## config.mk

```make
export PLATFORM = sky130hd
export DESIGN_NAME = ar_scrolling_bar_display_core
export DESIGN_NICKNAME = d
export VERILOG_FILES = /design/src/hw/rtl/arsb_pkg.sv /design/src/hw/rtl/arsb_ctrl.sv /design/src/hw/rtl/arsb_datapath.sv /design/src/hw/rtl/ar_scrolling_bar_display_core.sv
export SDC_FILE = /design/constraint.sdc
export NUM_CORES = 2
export LEC_CHECK = 0
export ABC_AREA = 1
export BUFFER_PORTS_ARGS = -buffer_cell sky130_fd_sc_hd__buf_4
export CAP_MARGIN = 20
export CORE_MARGIN = 2
export CORE_UTILIZATION = 45
export DETAILED_ROUTE_END_ITERATION = 12
export SYNTH_ARGS = -nofsm -noshare
export SYNTH_HDL_FRONTEND = slang
export SYNTH_SLANG_ARGS = --single-unit
```

## constraint.sdc

```tcl
create_clock -name clk -period 12.1 [get_ports clk]
set_input_delay 1.815 -clock clk [delete_from_list [all_inputs] [get_ports clk]]
set_output_delay 1.815 -clock clk [all_outputs]
set_load 0.05 [all_outputs]
```

## src/hw/rtl/arsb_pkg.sv

```systemverilog
// shared types and constants for the scrolling bar display core
package arsb_pkg;

    localparam int COEF_W     = 16;
    localparam int VAL_W      = 16;
    localparam int NOISE_W    = 12;
    localparam int COLOUR_W   = 8;
    localparam int PIXEL_W    = 3 * COLOUR_W;
    localparam int INDEX_W    = 5;
    localparam int NUM_COEFS  = 5;
    localparam int CFG_IDX_W  = 3;
    localparam int CENTRE_ROW = 2;
    localparam int PROD_W     = 2 * COEF_W;
    localparam int FRAC_DROP  = 14;

    localparam logic signed [COEF_W-1:0] COEF_RESET [NUM_COEFS] =
        '{16'sd6554, -16'sd3277, 16'sd2458, 16'sd1638, 16'sd819};

    typedef enum logic [2:0] {
        ST_IDLE,
        ST_MAC,
        ST_ACC,
        ST_ROUND,
        ST_ROW,
        ST_WRITE,
        ST_LOAD,
        ST_EMIT
    } state_t;

    typedef struct packed {
        logic start;
        logic mac_step;
        logic acc_last;
        logic round;
        logic row;
        logic write_step;
        logic load;
        logic take;
    } cmd_t;

    typedef struct packed {
        logic mac_done;
        logic write_done;
        logic emit_last;
    } status_t;

endpackage

```

## src/hw/rtl/arsb_ctrl.sv

```systemverilog
// sequencing state machine for the scrolling bar display core
module arsb_ctrl
(
    input  logic           clk,
    input  logic           rst_n,
    input  logic           in_valid,
    output logic           in_ready,
    output logic           out_valid,
    input  logic           out_ready,
    input  arsb_pkg::status_t status,
    output arsb_pkg::cmd_t cmd
);
    import arsb_pkg::*;

    state_t state_reg;
    state_t state_next;

    always_ff @(posedge clk or negedge rst_n)
    begin
        if (!rst_n)
        begin
            state_reg <= ST_IDLE;
        end
        else
        begin
            state_reg <= state_next;
        end
    end

    always_comb
    begin
        state_next = state_reg;
        cmd        = '0;
        in_ready   = 1'b0;
        out_valid  = 1'b0;
        case (state_reg)
            ST_IDLE:
            begin
                in_ready = 1'b1;
                if (in_valid)
                begin
                    cmd.start  = 1'b1;
                    state_next = ST_MAC;
                end
            end
            ST_MAC:
            begin
                cmd.mac_step = 1'b1;
                if (status.mac_done)
                begin
                    state_next = ST_ACC;
                end
            end
            ST_ACC:
            begin
                cmd.acc_last = 1'b1;
                state_next   = ST_ROUND;
            end
            ST_ROUND:
            begin
                cmd.round  = 1'b1;
                state_next = ST_ROW;
            end
            ST_ROW:
            begin
                cmd.row    = 1'b1;
                state_next = ST_WRITE;
            end
            ST_WRITE:
            begin
                cmd.write_step = 1'b1;
                if (status.write_done)
                begin
                    state_next = ST_LOAD;
                end
            end
            ST_LOAD:
            begin
                cmd.load   = 1'b1;
                state_next = ST_EMIT;
            end
            ST_EMIT:
            begin
                out_valid = 1'b1;
                cmd.take  = out_ready;
                if (out_ready && status.emit_last)
                begin
                    state_next = ST_IDLE;
                end
            end
            default:
            begin
                state_next = ST_IDLE;
            end
        endcase
    end

endmodule

```

## src/hw/rtl/arsb_datapath.sv

```systemverilog
// series arithmetic, value history and frame store of the scrolling bar display core
module arsb_datapath
#(
    parameter int ROWS    = 5,
    parameter int COLUMNS = 5,
    parameter int TAPS    = 5
)
(
    input  logic                                  clk,
    input  logic                                  rst_n,
    input  arsb_pkg::cmd_t                        cmd,
    output arsb_pkg::status_t                     status,
    input  logic                                  cfg_we,
    input  logic [arsb_pkg::CFG_IDX_W-1:0]        cfg_index,
    input  logic [arsb_pkg::COEF_W-1:0]           cfg_data,
    input  logic signed [arsb_pkg::NOISE_W-1:0]   noise,
    input  logic [arsb_pkg::COLOUR_W-1:0]         red_in,
    input  logic [arsb_pkg::COLOUR_W-1:0]         green_in,
    input  logic [arsb_pkg::COLOUR_W-1:0]         blue_in,
    output logic [arsb_pkg::INDEX_W-1:0]          pixel_index,
    output logic [arsb_pkg::COLOUR_W-1:0]         red_out,
    output logic [arsb_pkg::COLOUR_W-1:0]         green_out,
    output logic [arsb_pkg::COLOUR_W-1:0]         blue_out,
    output logic signed [arsb_pkg::VAL_W-1:0]     series_value,
    output logic                                  last_pixel
);
    import arsb_pkg::*;

    localparam int PIXELS = ROWS * COLUMNS;
    localparam int AW     = $clog2(PIXELS);
    localparam int RW     = $clog2(ROWS);
    localparam int CW     = $clog2(COLUMNS);
    localparam int TIW    = (TAPS > 1) ? $clog2(TAPS) : 1;
    localparam int ACC_W  = PROD_W + 1 + $clog2(TAPS);
    localparam int IDX_WW = (AW > INDEX_W) ? AW : INDEX_W;
    localparam int DISP_W = VAL_W + 2;

    // configuration and series state
    logic signed [COEF_W-1:0]   coef_reg [NUM_COEFS];
    logic signed [VAL_W-1:0]    hist_reg [TAPS];
    logic signed [VAL_W-1:0]    value_reg;
    logic signed [NOISE_W-1:0]  noise_reg;
    logic [PIXEL_W-1:0]         colour_reg;

    // multiply-accumulate
    logic [TIW-1:0]             tap_reg;
    logic signed [PROD_W-1:0]   prod_reg;
    logic signed [ACC_W-1:0]    acc_reg;
    logic signed [COEF_W-1:0]   coef_sel;
    logic signed [VAL_W-1:0]    hist_sel;

    // bar extent
    logic [RW-1:0]              lo_reg;
    logic [RW-1:0]              hi_reg;

    // frame store, columns kept as a ring
    logic [PIXEL_W-1:0]         frame_mem [PIXELS];
    logic [COLUMNS-1:0]         col_valid_reg;
    logic [CW-1:0]              head_reg;
    logic [RW-1:0]              wrow_reg;
    logic [AW-1:0]              wbase_reg;

    // emit cursor
    logic [AW-1:0]              cnt_reg;
    logic [RW-1:0]              erow_reg;
    logic [CW-1:0]              ecol_reg;
    logic [CW-1:0]              epcol_reg;
    logic [AW-1:0]              ebase_reg;
    logic [AW-1:0]              cnt_next;
    logic [RW-1:0]              erow_next;
    logic [CW-1:0]              ecol_next;
    logic [CW-1:0]              epcol_next;
    logic [AW-1:0]              ebase_next;
    logic [AW-1:0]              rd_addr;
    logic [CW-1:0]              rd_pcol;
    logic [PIXEL_W-1:0]         rd_data_reg;
    logic                       rd_ok_reg;

    logic signed [ACC_W-1:0]    rnd_sum;
    logic signed [ACC_W-1:0]    q10_sum;
    logic signed [ACC_W-1:0]    v_wide;
    logic signed [VAL_W-1:0]    value_next;
    logic signed [DISP_W-1:0]   v_ext;
    logic signed [DISP_W-1:0]   v3;
    logic signed [DISP_W-1:0]   disp;
    logic signed [DISP_W-1:0]   target;
    logic [RW-1:0]              target_row;
    logic [RW-1:0]              lo_next;
    logic [RW-1:0]              hi_next;
    logic [PIXEL_W-1:0]         wdata;
    logic [IDX_WW-1:0]          idx_wide;

    // coefficient registers
    always_ff @(posedge clk or negedge rst_n)
    begin
        if (!rst_n)
        begin
            for (int j = 0; j < NUM_COEFS; j++)
            begin
                coef_reg[j] <= COEF_RESET[j];
            end
        end
        else if (cfg_we && (int'(cfg_index) < NUM_COEFS))
        begin
            coef_reg[cfg_index] <= $signed(cfg_data);
        end
    end

    // tap selection, lags past the coefficient list weigh zero
    always_comb
    begin
        coef_sel = '0;
        hist_sel = '0;
        for (int j = 0; j < NUM_COEFS; j++)
        begin
            if (int'(tap_reg) == j)
            begin
                coef_sel = coef_reg[j];
            end
        end
        for (int j = 0; j < TAPS; j++)
        begin
            if (int'(tap_reg) == j)
            begin
                hist_sel = hist_reg[j];
            end
        end
    end

    // round half up to q10, add noise, saturate
    always_comb
    begin
        rnd_sum = acc_reg + ACC_W'(8192);
        q10_sum = rnd_sum >>> FRAC_DROP;
        v_wide  = q10_sum + ACC_W'(noise_reg);
        if (v_wide > ACC_W'(32767))
        begin
            value_next = 16'sh7fff;
        end
        else if (v_wide < ACC_W'(-32768))
        begin
            value_next = -16'sh8000;
        end
        else
        begin
            value_next = VAL_W'(v_wide);
        end
    end

    // row offset is value*3/2048 towards zero
    always_comb
    begin
        v_ext = DISP_W'(value_reg);
        v3    = (v_ext <<< 1) + v_ext;
        if (v3 < 0)
        begin
            disp = (v3 + DISP_W'(2047)) >>> 11;
        end
        else
        begin
            disp = v3 >>> 11;
        end
        target = DISP_W'(CENTRE_ROW) - disp;
        if (target < 0)
        begin
            target_row = '0;
        end
        else if (target > DISP_W'(ROWS - 1))
        begin
            target_row = RW'(ROWS - 1);
        end
        else
        begin
            target_row = RW'(target);
        end
        if (int'(target_row) < CENTRE_ROW)
        begin
            lo_next = target_row;
            hi_next = RW'(CENTRE_ROW);
        end
        else
        begin
            lo_next = RW'(CENTRE_ROW);
            hi_next = target_row;
        end
    end

    always_ff @(posedge clk or negedge rst_n)
    begin
        if (!rst_n)
        begin
            tap_reg <= '0;
            for (int j = 0; j < TAPS; j++)
            begin
                hist_reg[j] <= '0;
            end
        end
        else
        begin
            if (cmd.start)
            begin
                tap_reg <= '0;
            end
            else if (cmd.mac_step)
            begin
                tap_reg <= tap_reg + TIW'(1);
            end
            if (cmd.round)
            begin
                hist_reg[0] <= value_next;
                for (int j = 1; j < TAPS; j++)
                begin
                    hist_reg[j] <= hist_reg[j-1];
                end
            end
        end
    end

    // item payload and arithmetic registers
    always_ff @(posedge clk)
    begin
        if (cmd.start)
        begin
            noise_reg  <= noise;
            colour_reg <= {red_in, green_in, blue_in};
            prod_reg   <= '0;
            acc_reg    <= '0;
        end
        if (cmd.mac_step)
        begin
            prod_reg <= coef_sel * hist_sel;
            acc_reg  <= acc_reg + ACC_W'(prod_reg);
        end
        if (cmd.acc_last)
        begin
            acc_reg <= acc_reg + ACC_W'(prod_reg);
        end
        if (cmd.round)
        begin
            value_reg <= value_next;
        end
        if (cmd.row)
        begin
            lo_reg <= lo_next;
            hi_reg <= hi_next;
        end
    end

    assign wdata = (wrow_reg >= lo_reg && wrow_reg <= hi_reg) ? colour_reg : '0;

    // new column overwrites the oldest one, then the ring head moves on
    always_ff @(posedge clk or negedge rst_n)
    begin
        if (!rst_n)
        begin
            col_valid_reg <= '0;
            head_reg      <= '0;
            wrow_reg      <= '0;
            wbase_reg     <= '0;
        end
        else if (cmd.start)
        begin
            wrow_reg  <= '0;
            wbase_reg <= '0;
        end
        else if (cmd.write_step)
        begin
            wrow_reg  <= wrow_reg + RW'(1);
            wbase_reg <= wbase_reg + AW'(COLUMNS);
            if (int'(wrow_reg) == ROWS - 1)
            begin
                col_valid_reg[head_reg] <= 1'b1;
                head_reg <= (int'(head_reg) == COLUMNS - 1) ? '0 : head_reg + CW'(1);
            end
        end
    end

    // next cursor position in index order
    always_comb
    begin
        cnt_next = cnt_reg + AW'(1);
        if (int'(ecol_reg) == COLUMNS - 1)
        begin
            ecol_next  = '0;
            erow_next  = erow_reg + RW'(1);
            ebase_next = ebase_reg + AW'(COLUMNS);
            epcol_next = head_reg;
        end
        else
        begin
            ecol_next  = ecol_reg + CW'(1);
            erow_next  = erow_reg;
            ebase_next = ebase_reg;
            epcol_next = (int'(epcol_reg) == COLUMNS - 1) ? '0 : epcol_reg + CW'(1);
        end
        if (cmd.load)
        begin
            rd_addr = AW'(head_reg);
            rd_pcol = head_reg;
        end
        else if (cmd.take)
        begin
            rd_addr = ebase_next + AW'(epcol_next);
            rd_pcol = epcol_next;
        end
        else
        begin
            rd_addr = ebase_reg + AW'(epcol_reg);
            rd_pcol = epcol_reg;
        end
    end

    always_ff @(posedge clk or negedge rst_n)
    begin
        if (!rst_n)
        begin
            cnt_reg   <= '0;
            erow_reg  <= '0;
            ecol_reg  <= '0;
            epcol_reg <= '0;
            ebase_reg <= '0;
        end
        else if (cmd.load)
        begin
            cnt_reg   <= '0;
            erow_reg  <= '0;
            ecol_reg  <= '0;
            epcol_reg <= head_reg;
            ebase_reg <= '0;
        end
        else if (cmd.take)
        begin
            cnt_reg   <= cnt_next;
            erow_reg  <= erow_next;
            ecol_reg  <= ecol_next;
            epcol_reg <= epcol_next;
            ebase_reg <= ebase_next;
        end
    end

    always_ff @(posedge clk)
    begin
        if (cmd.write_step)
        begin
            frame_mem[wbase_reg + AW'(head_reg)] <= wdata;
        end
        rd_data_reg <= frame_mem[rd_addr];
        rd_ok_reg   <= col_valid_reg[rd_pcol];
    end

    assign idx_wide     = IDX_WW'(cnt_reg);
    assign pixel_index  = idx_wide[INDEX_W-1:0];
    assign red_out      = rd_ok_reg ? rd_data_reg[PIXEL_W-1:2*COLOUR_W] : '0;
    assign green_out    = rd_ok_reg ? rd_data_reg[2*COLOUR_W-1:COLOUR_W] : '0;
    assign blue_out     = rd_ok_reg ? rd_data_reg[COLOUR_W-1:0] : '0;
    assign series_value = value_reg;
    assign last_pixel   = (int'(cnt_reg) == PIXELS - 1);

    assign status.mac_done   = (int'(tap_reg) == TAPS - 1);
    assign status.write_done = (int'(wrow_reg) == ROWS - 1);
    assign status.emit_last  = last_pixel;

endmodule

```

## src/hw/rtl/ar_scrolling_bar_display_core.sv

```systemverilog
// top level of the autoregressive scrolling bar display core
//
// channel   dir  handshake               payload
// s_axis    in   s_axis_tvalid/tready    noise, red_in, green_in, blue_in
// m_axis    out  m_axis_tvalid/tready    pixel_index, colours, series_value; tlast
// cfg       in   cfg_we                  cfg_index selects coef_lag1..coef_lag5
//
// one item at a time: multiply-accumulate over the history taps through the single
// 16x16 multiplier, then the final add, round/saturate and row offset, a
// write of the new column row by row through the frame memory write port, a
// read priming step, then ROWS*COLUMNS pixel transfers at up to one per cycle
// while the output is not stalled
// reset clears history, coefficients to their defaults and the column valid
// bits, so an unwritten column reads as off with no clearing pass
// a stalled output transfer holds the pixel; no input is taken until the
// last pixel of the frame has gone
module ar_scrolling_bar_display_core
#(
    parameter int ROWS    = 5,
    parameter int COLUMNS = 5,
    parameter int TAPS    = 5
)
(
    input  logic                           clk,
    input  logic                           rst_n,
    input  logic                           s_axis_tvalid,
    output logic                           s_axis_tready,
    input  logic [39:0]                    s_axis_tdata,  // noise, red_in, green_in, blue_in
    output logic                           m_axis_tvalid,
    input  logic                           m_axis_tready,
    // pixel_index, red_out, green_out, blue_out, series_value
    output logic [47:0]                    m_axis_tdata,
    output logic                           m_axis_tlast,  // last_pixel
    input  logic                           cfg_we,
    input  logic [arsb_pkg::CFG_IDX_W-1:0] cfg_index,
    input  logic [arsb_pkg::COEF_W-1:0]    cfg_data
);
    import arsb_pkg::*;

    cmd_t    cmd;
    status_t status;

    logic [INDEX_W-1:0]        pixel_index;
    logic [COLOUR_W-1:0]       red_out;
    logic [COLOUR_W-1:0]       green_out;
    logic [COLOUR_W-1:0]       blue_out;
    logic signed [VAL_W-1:0]   series_value;
    logic                      last_pixel;

    // sequencer, sees only the handshakes and datapath status
    arsb_ctrl u_ctrl
    (
        .clk       (clk),
        .rst_n     (rst_n),
        .in_valid  (s_axis_tvalid),
        .in_ready  (s_axis_tready),
        .out_valid (m_axis_tvalid),
        .out_ready (m_axis_tready),
        .status    (status),
        .cmd       (cmd)
    );

    // input fields unpacked from the lowest bit up
    arsb_datapath
    #(
        .ROWS    (ROWS),
        .COLUMNS (COLUMNS),
        .TAPS    (TAPS)
    )
    u_datapath
    (
        .clk          (clk),
        .rst_n        (rst_n),
        .cmd          (cmd),
        .status       (status),
        .cfg_we       (cfg_we),
        .cfg_index    (cfg_index),
        .cfg_data     (cfg_data),
        .noise        ($signed(s_axis_tdata[11:0])),
        .red_in       (s_axis_tdata[19:12]),
        .green_in     (s_axis_tdata[27:20]),
        .blue_in      (s_axis_tdata[35:28]),
        .pixel_index  (pixel_index),
        .red_out      (red_out),
        .green_out    (green_out),
        .blue_out     (blue_out),
        .series_value (series_value),
        .last_pixel   (last_pixel)
    );

    // output transfer packing, zero padded to whole bytes
    assign m_axis_tdata = {3'b000, series_value, blue_out, green_out, red_out, pixel_index};
    assign m_axis_tlast = last_pixel;

endmodule

```

==> results.md <==
| Result | Reported | Unit |
|:---|:---|:---|
| Gate Count Post-Synth | 5141 | - |
| Post-Route M1 WL | 58.1 | mm |
| Area used by multi-input combinational logic | 22000 | um^2 |
| Vias/cell | 5.45 | - |
| Vias in the first global route | 37.3k | - |
| Slowest CP cell | sky130_fd_sc_hd__fa_1 | - |
| Share of synthesized area occupied by flip-flops and latches | 51.7 | % |
| Number of max-cap violations | 0 | - |
| Synth unique cells | 74 | - |
| Ratio of cells with drive above 1 in the final layout | 10.1 | % |
| Sum of net half-perimeters after detailed placement | 87.7 | mm |
| Warnings from Yosys | 0 | - |
| Post CTS Setup Buffer Count | 0 | - |
| Clock tree from TritonCTS | yes | - |
| Number of search-and-repair iterations in the first detailed-routing pass | 7 | - |
| Worst-case headroom to the max-slew limit | 21.2 | % |
| Critical path's largest stage delay | 0.92 | ns |
| Dominant cell type by count on the critical path | sky130_fd_sc_hd__inv_1 | - |
| Number of flops mapped to enable cells by yosys | 726 | - |
| Final worst-path cycle share | 73.7 | % |
| Total wirelength of the detailed-routed design | 139 | mm |
| Root buffer cell | sky130_fd_sc_hd__clkbuf_16 | - |
| Num CTS Buffers | 98 | - |
| Run status | completed | - |
| Clock latency reported for the late side of the worst-skew pair | 0.69 | ns |
| Endpoint arrival time on the critical path | 9.43 | ns |
| Total congestion overflow | 0 | - |
| Async set-reset flop share out of synthesis | 20.9 | % |
| Area share of the leading cell type in the synthesized netlist | 41.3 | % |
| Highest routing layer actually used | met4 | - |
| Prevailing post-synth register cell | sky130_fd_sc_hd__edfxtp_1 | - |
| Die Footprint | 120000 | um^2 |
| Initial Util | 45.4 | % |
| Total met3 wirelength after detailed routing | 6.94 | mm |
| Average cell area after synthesis | 10.3 | um^2 |
| PostCTS Resize Cnt | 0 | - |
| Critical path fanouts, max | 19 | - |
| Crit start category | register | - |
| Pin slew with the least headroom to its limit | 1.18 | ns |
| Yosys reg bits | 949 | - |
| Final estimated routing congestion in global placement | 0.908 | - |
| Hold_buf cts | 0 | - |
| Unrepaired setup endpoints after global routing | false | - |
| Area of the placeable core | 116000 | um^2 |
| Sequential cell area | 27300 | um^2 |
| Number of antenna-violating nets in the routed design | 0 | - |
| Max H-tree Level | 3 | - |
| Total via count after detailed routing | 37.3k | - |
| Maximum count of clock buffers along a single path | 3 | - |
| Min Tclk post-route | 8.92 | ns |
| Peak clock frequency supported by timing | 112 | MHz |
| Wire length of the first global-routing pass | 216 | mm |
| Maximum number of pins on one net before global-route repair | 188 | - |
| Vertical die dimension | 346 | um |
| Final number of max-transition violations | 0 | - |
| Main area contributors after synthesis | sky130_fd_sc_hd__edfxtp_1 41%, sky130_fd_sc_hd__fa_1 10%, sky130_fd_sc_hd__dfrtp_1 7.7% | - |
| Final standard cell count with taps included and fillers excluded | 6834 | - |
| Most frequently used cell type in the post-synthesis netlist | sky130_fd_sc_hd__edfxtp_1 | - |
| Worst min path class | register to register | - |
| Critical Path Sink Type | register | - |
| Net total in the final layout | 5753 | - |
| Post-DR wirelength/cell | 20.3 | um |
| Routed met2 length | 69.1 | mm |
| Overall fraction of global-route tracks in use | 23.1 | % |
| Port bufs | 107 | - |
| Count of standard-cell rows | 125 | - |
| Antenna violations before repair | 3 | - |
| Clock sink count | 949 | - |
| Largest register FFs | 600 | - |
| Library cell occupying the most area in the post-synthesis netlist | sky130_fd_sc_hd__edfxtp_1 | - |
| Accumulated negative setup slack | 0 | ns |
| Synthesized area | 52800 | um^2 |
| First-iteration detailed-routing DRC count | 2939 | - |
| Required time of the worst setup path | 12.61 | ns |
| Number of setup violations in the final report | 0 | - |
| Number of design rule violations left after detail routing | 0 | - |
| Area added between synthesis and finish | 11.9 | % |
| Clock-pin slew on the worst setup and hold paths | 0.06 | ns |
| Critical path type | register to register | - |
| Die Wd | 346 | um |
| Final Hold Fails | 0 | - |
| Ranking of synthesized cells by instance count | 726 x sky130_fd_sc_hd__edfxtp_1, 722 x sky130_fd_sc_hd__inv_1, 668 x sky130_fd_sc_hd__nand2_1 | - |
| Fillcell total | 10.5k | - |
| Setup clock skew after layout | 0.0677 | ns |
| Ports | 115 | - |
| Placed cell count | 6642 | - |
-- stage by stage --
stage	hold WS [ns]	utilization (%)	worst slack (ns)	cell area, um^2
after floorplan	0.427	-	4.65	52800
after global placement	0.446	47.7	3.24	55500
after detailed placement	0.445	47.8	3.22	55500
after CTS	0.459	50.7	3.17	58900
after global routing	0.473	50.8	2.65	59100
final	0.458	50.8	3.18	59100
-- layout by cell type, fill, tap and decap left out, types with 14 or more instances in the layout --
master	n
sky130_fd_sc_hd__a21oi_1	200
sky130_fd_sc_hd__a22oi_1	14
sky130_fd_sc_hd__a32oi_1	24
sky130_fd_sc_hd__buf_4	189
sky130_fd_sc_hd__clkbuf_1	23
sky130_fd_sc_hd__clkbuf_16	100
sky130_fd_sc_hd__clkinv_1	19
sky130_fd_sc_hd__clkinv_2	16
sky130_fd_sc_hd__dfrtp_1	163
sky130_fd_sc_hd__dfstp_2	35
sky130_fd_sc_hd__dfxtp_1	25
sky130_fd_sc_hd__edfxtp_1	726
sky130_fd_sc_hd__fa_1	268
sky130_fd_sc_hd__ha_1	197
sky130_fd_sc_hd__inv_1	719
sky130_fd_sc_hd__inv_2	15
sky130_fd_sc_hd__nand2_1	665
sky130_fd_sc_hd__nand2_2	44
sky130_fd_sc_hd__nand3_1	109
sky130_fd_sc_hd__nand4_1	25
sky130_fd_sc_hd__nor2_1	586
sky130_fd_sc_hd__nor2_4	28
sky130_fd_sc_hd__nor3_1	20
sky130_fd_sc_hd__o211ai_1	83
sky130_fd_sc_hd__o21a_1	25
sky130_fd_sc_hd__o21ai_0	555
sky130_fd_sc_hd__o21ai_1	26
sky130_fd_sc_hd__o221ai_1	98
sky130_fd_sc_hd__o22ai_1	75
sky130_fd_sc_hd__xnor2_1	20
sky130_fd_sc_hd__xor2_1	40
-- final timing paths --
kind | startpoint | to | slack (ns) | cells past startpoint
setup / recovery | u_datapath.tap_reg[1] | u_datapath.prod_reg[28] | 3.18 | 31
hold / removal | u_datapath.col_valid_reg[3] | u_datapath.col_valid_reg[3] | 0.46 | 2
setup reg to reg | u_datapath.tap_reg[1] | u_datapath.prod_reg[28] | 3.18 | 31
hold reg to reg | u_datapath.col_valid_reg[3] | u_datapath.col_valid_reg[3] | 0.46 | 2
max in group asynchronous | rst_n | u_datapath.pixel_index[3] | 9.32 | 3
min in group asynchronous | rst_n | u_datapath.coef_reg[23] | 1.02 | 1
-- area by class of cell --
type	count	area share, %
antenna	2	0.00847
clock buffer	133	4.62
clock inverter	51	1.16
inverter	743	4.74
multi-input combinational	3232	37.3
sequential	949	46.2
tap	1524	3.23
timing repair buffer	200	2.76
-- cell families after synthesis --
| family | count (synthesis) | synth area share [%] |
|---|---|---|
| simple gates | 1533 | 12.1 |
| fa+ha+maj | 465 | 14.8 |
| compound gates | 1168 | 13.2 |
| other cells | 1 | 0.00711 |
| xor+xnor | 62 | 1.08 |
| flops | 949 | 51.7 |
| buf+inv | 963 | 7.04 |
-- worst max-delay path: cells and delay by family (launching register included) --
kind                     cells  cell delay (ns)
adder cells (fa/ha/maj)      8             4.07
buffers and inverters       10             1.69
flip-flops                   1             0.40
AO/OA/AOI/OAI               10             2.01
AND/OR/NAND/NOR              3             0.58
-- routing by layer --
layer,vias to the layer above,global-route usage [%]
met1,18400,29.8
li1,17600,-
met3,248,2.54
met2,1067,40.4
met5,-,0
met4,0,7.69
Power is left out: the tool's default activity adds up to more than one toggle a clock period on the data nets, which glitch-free logic cannot reach.
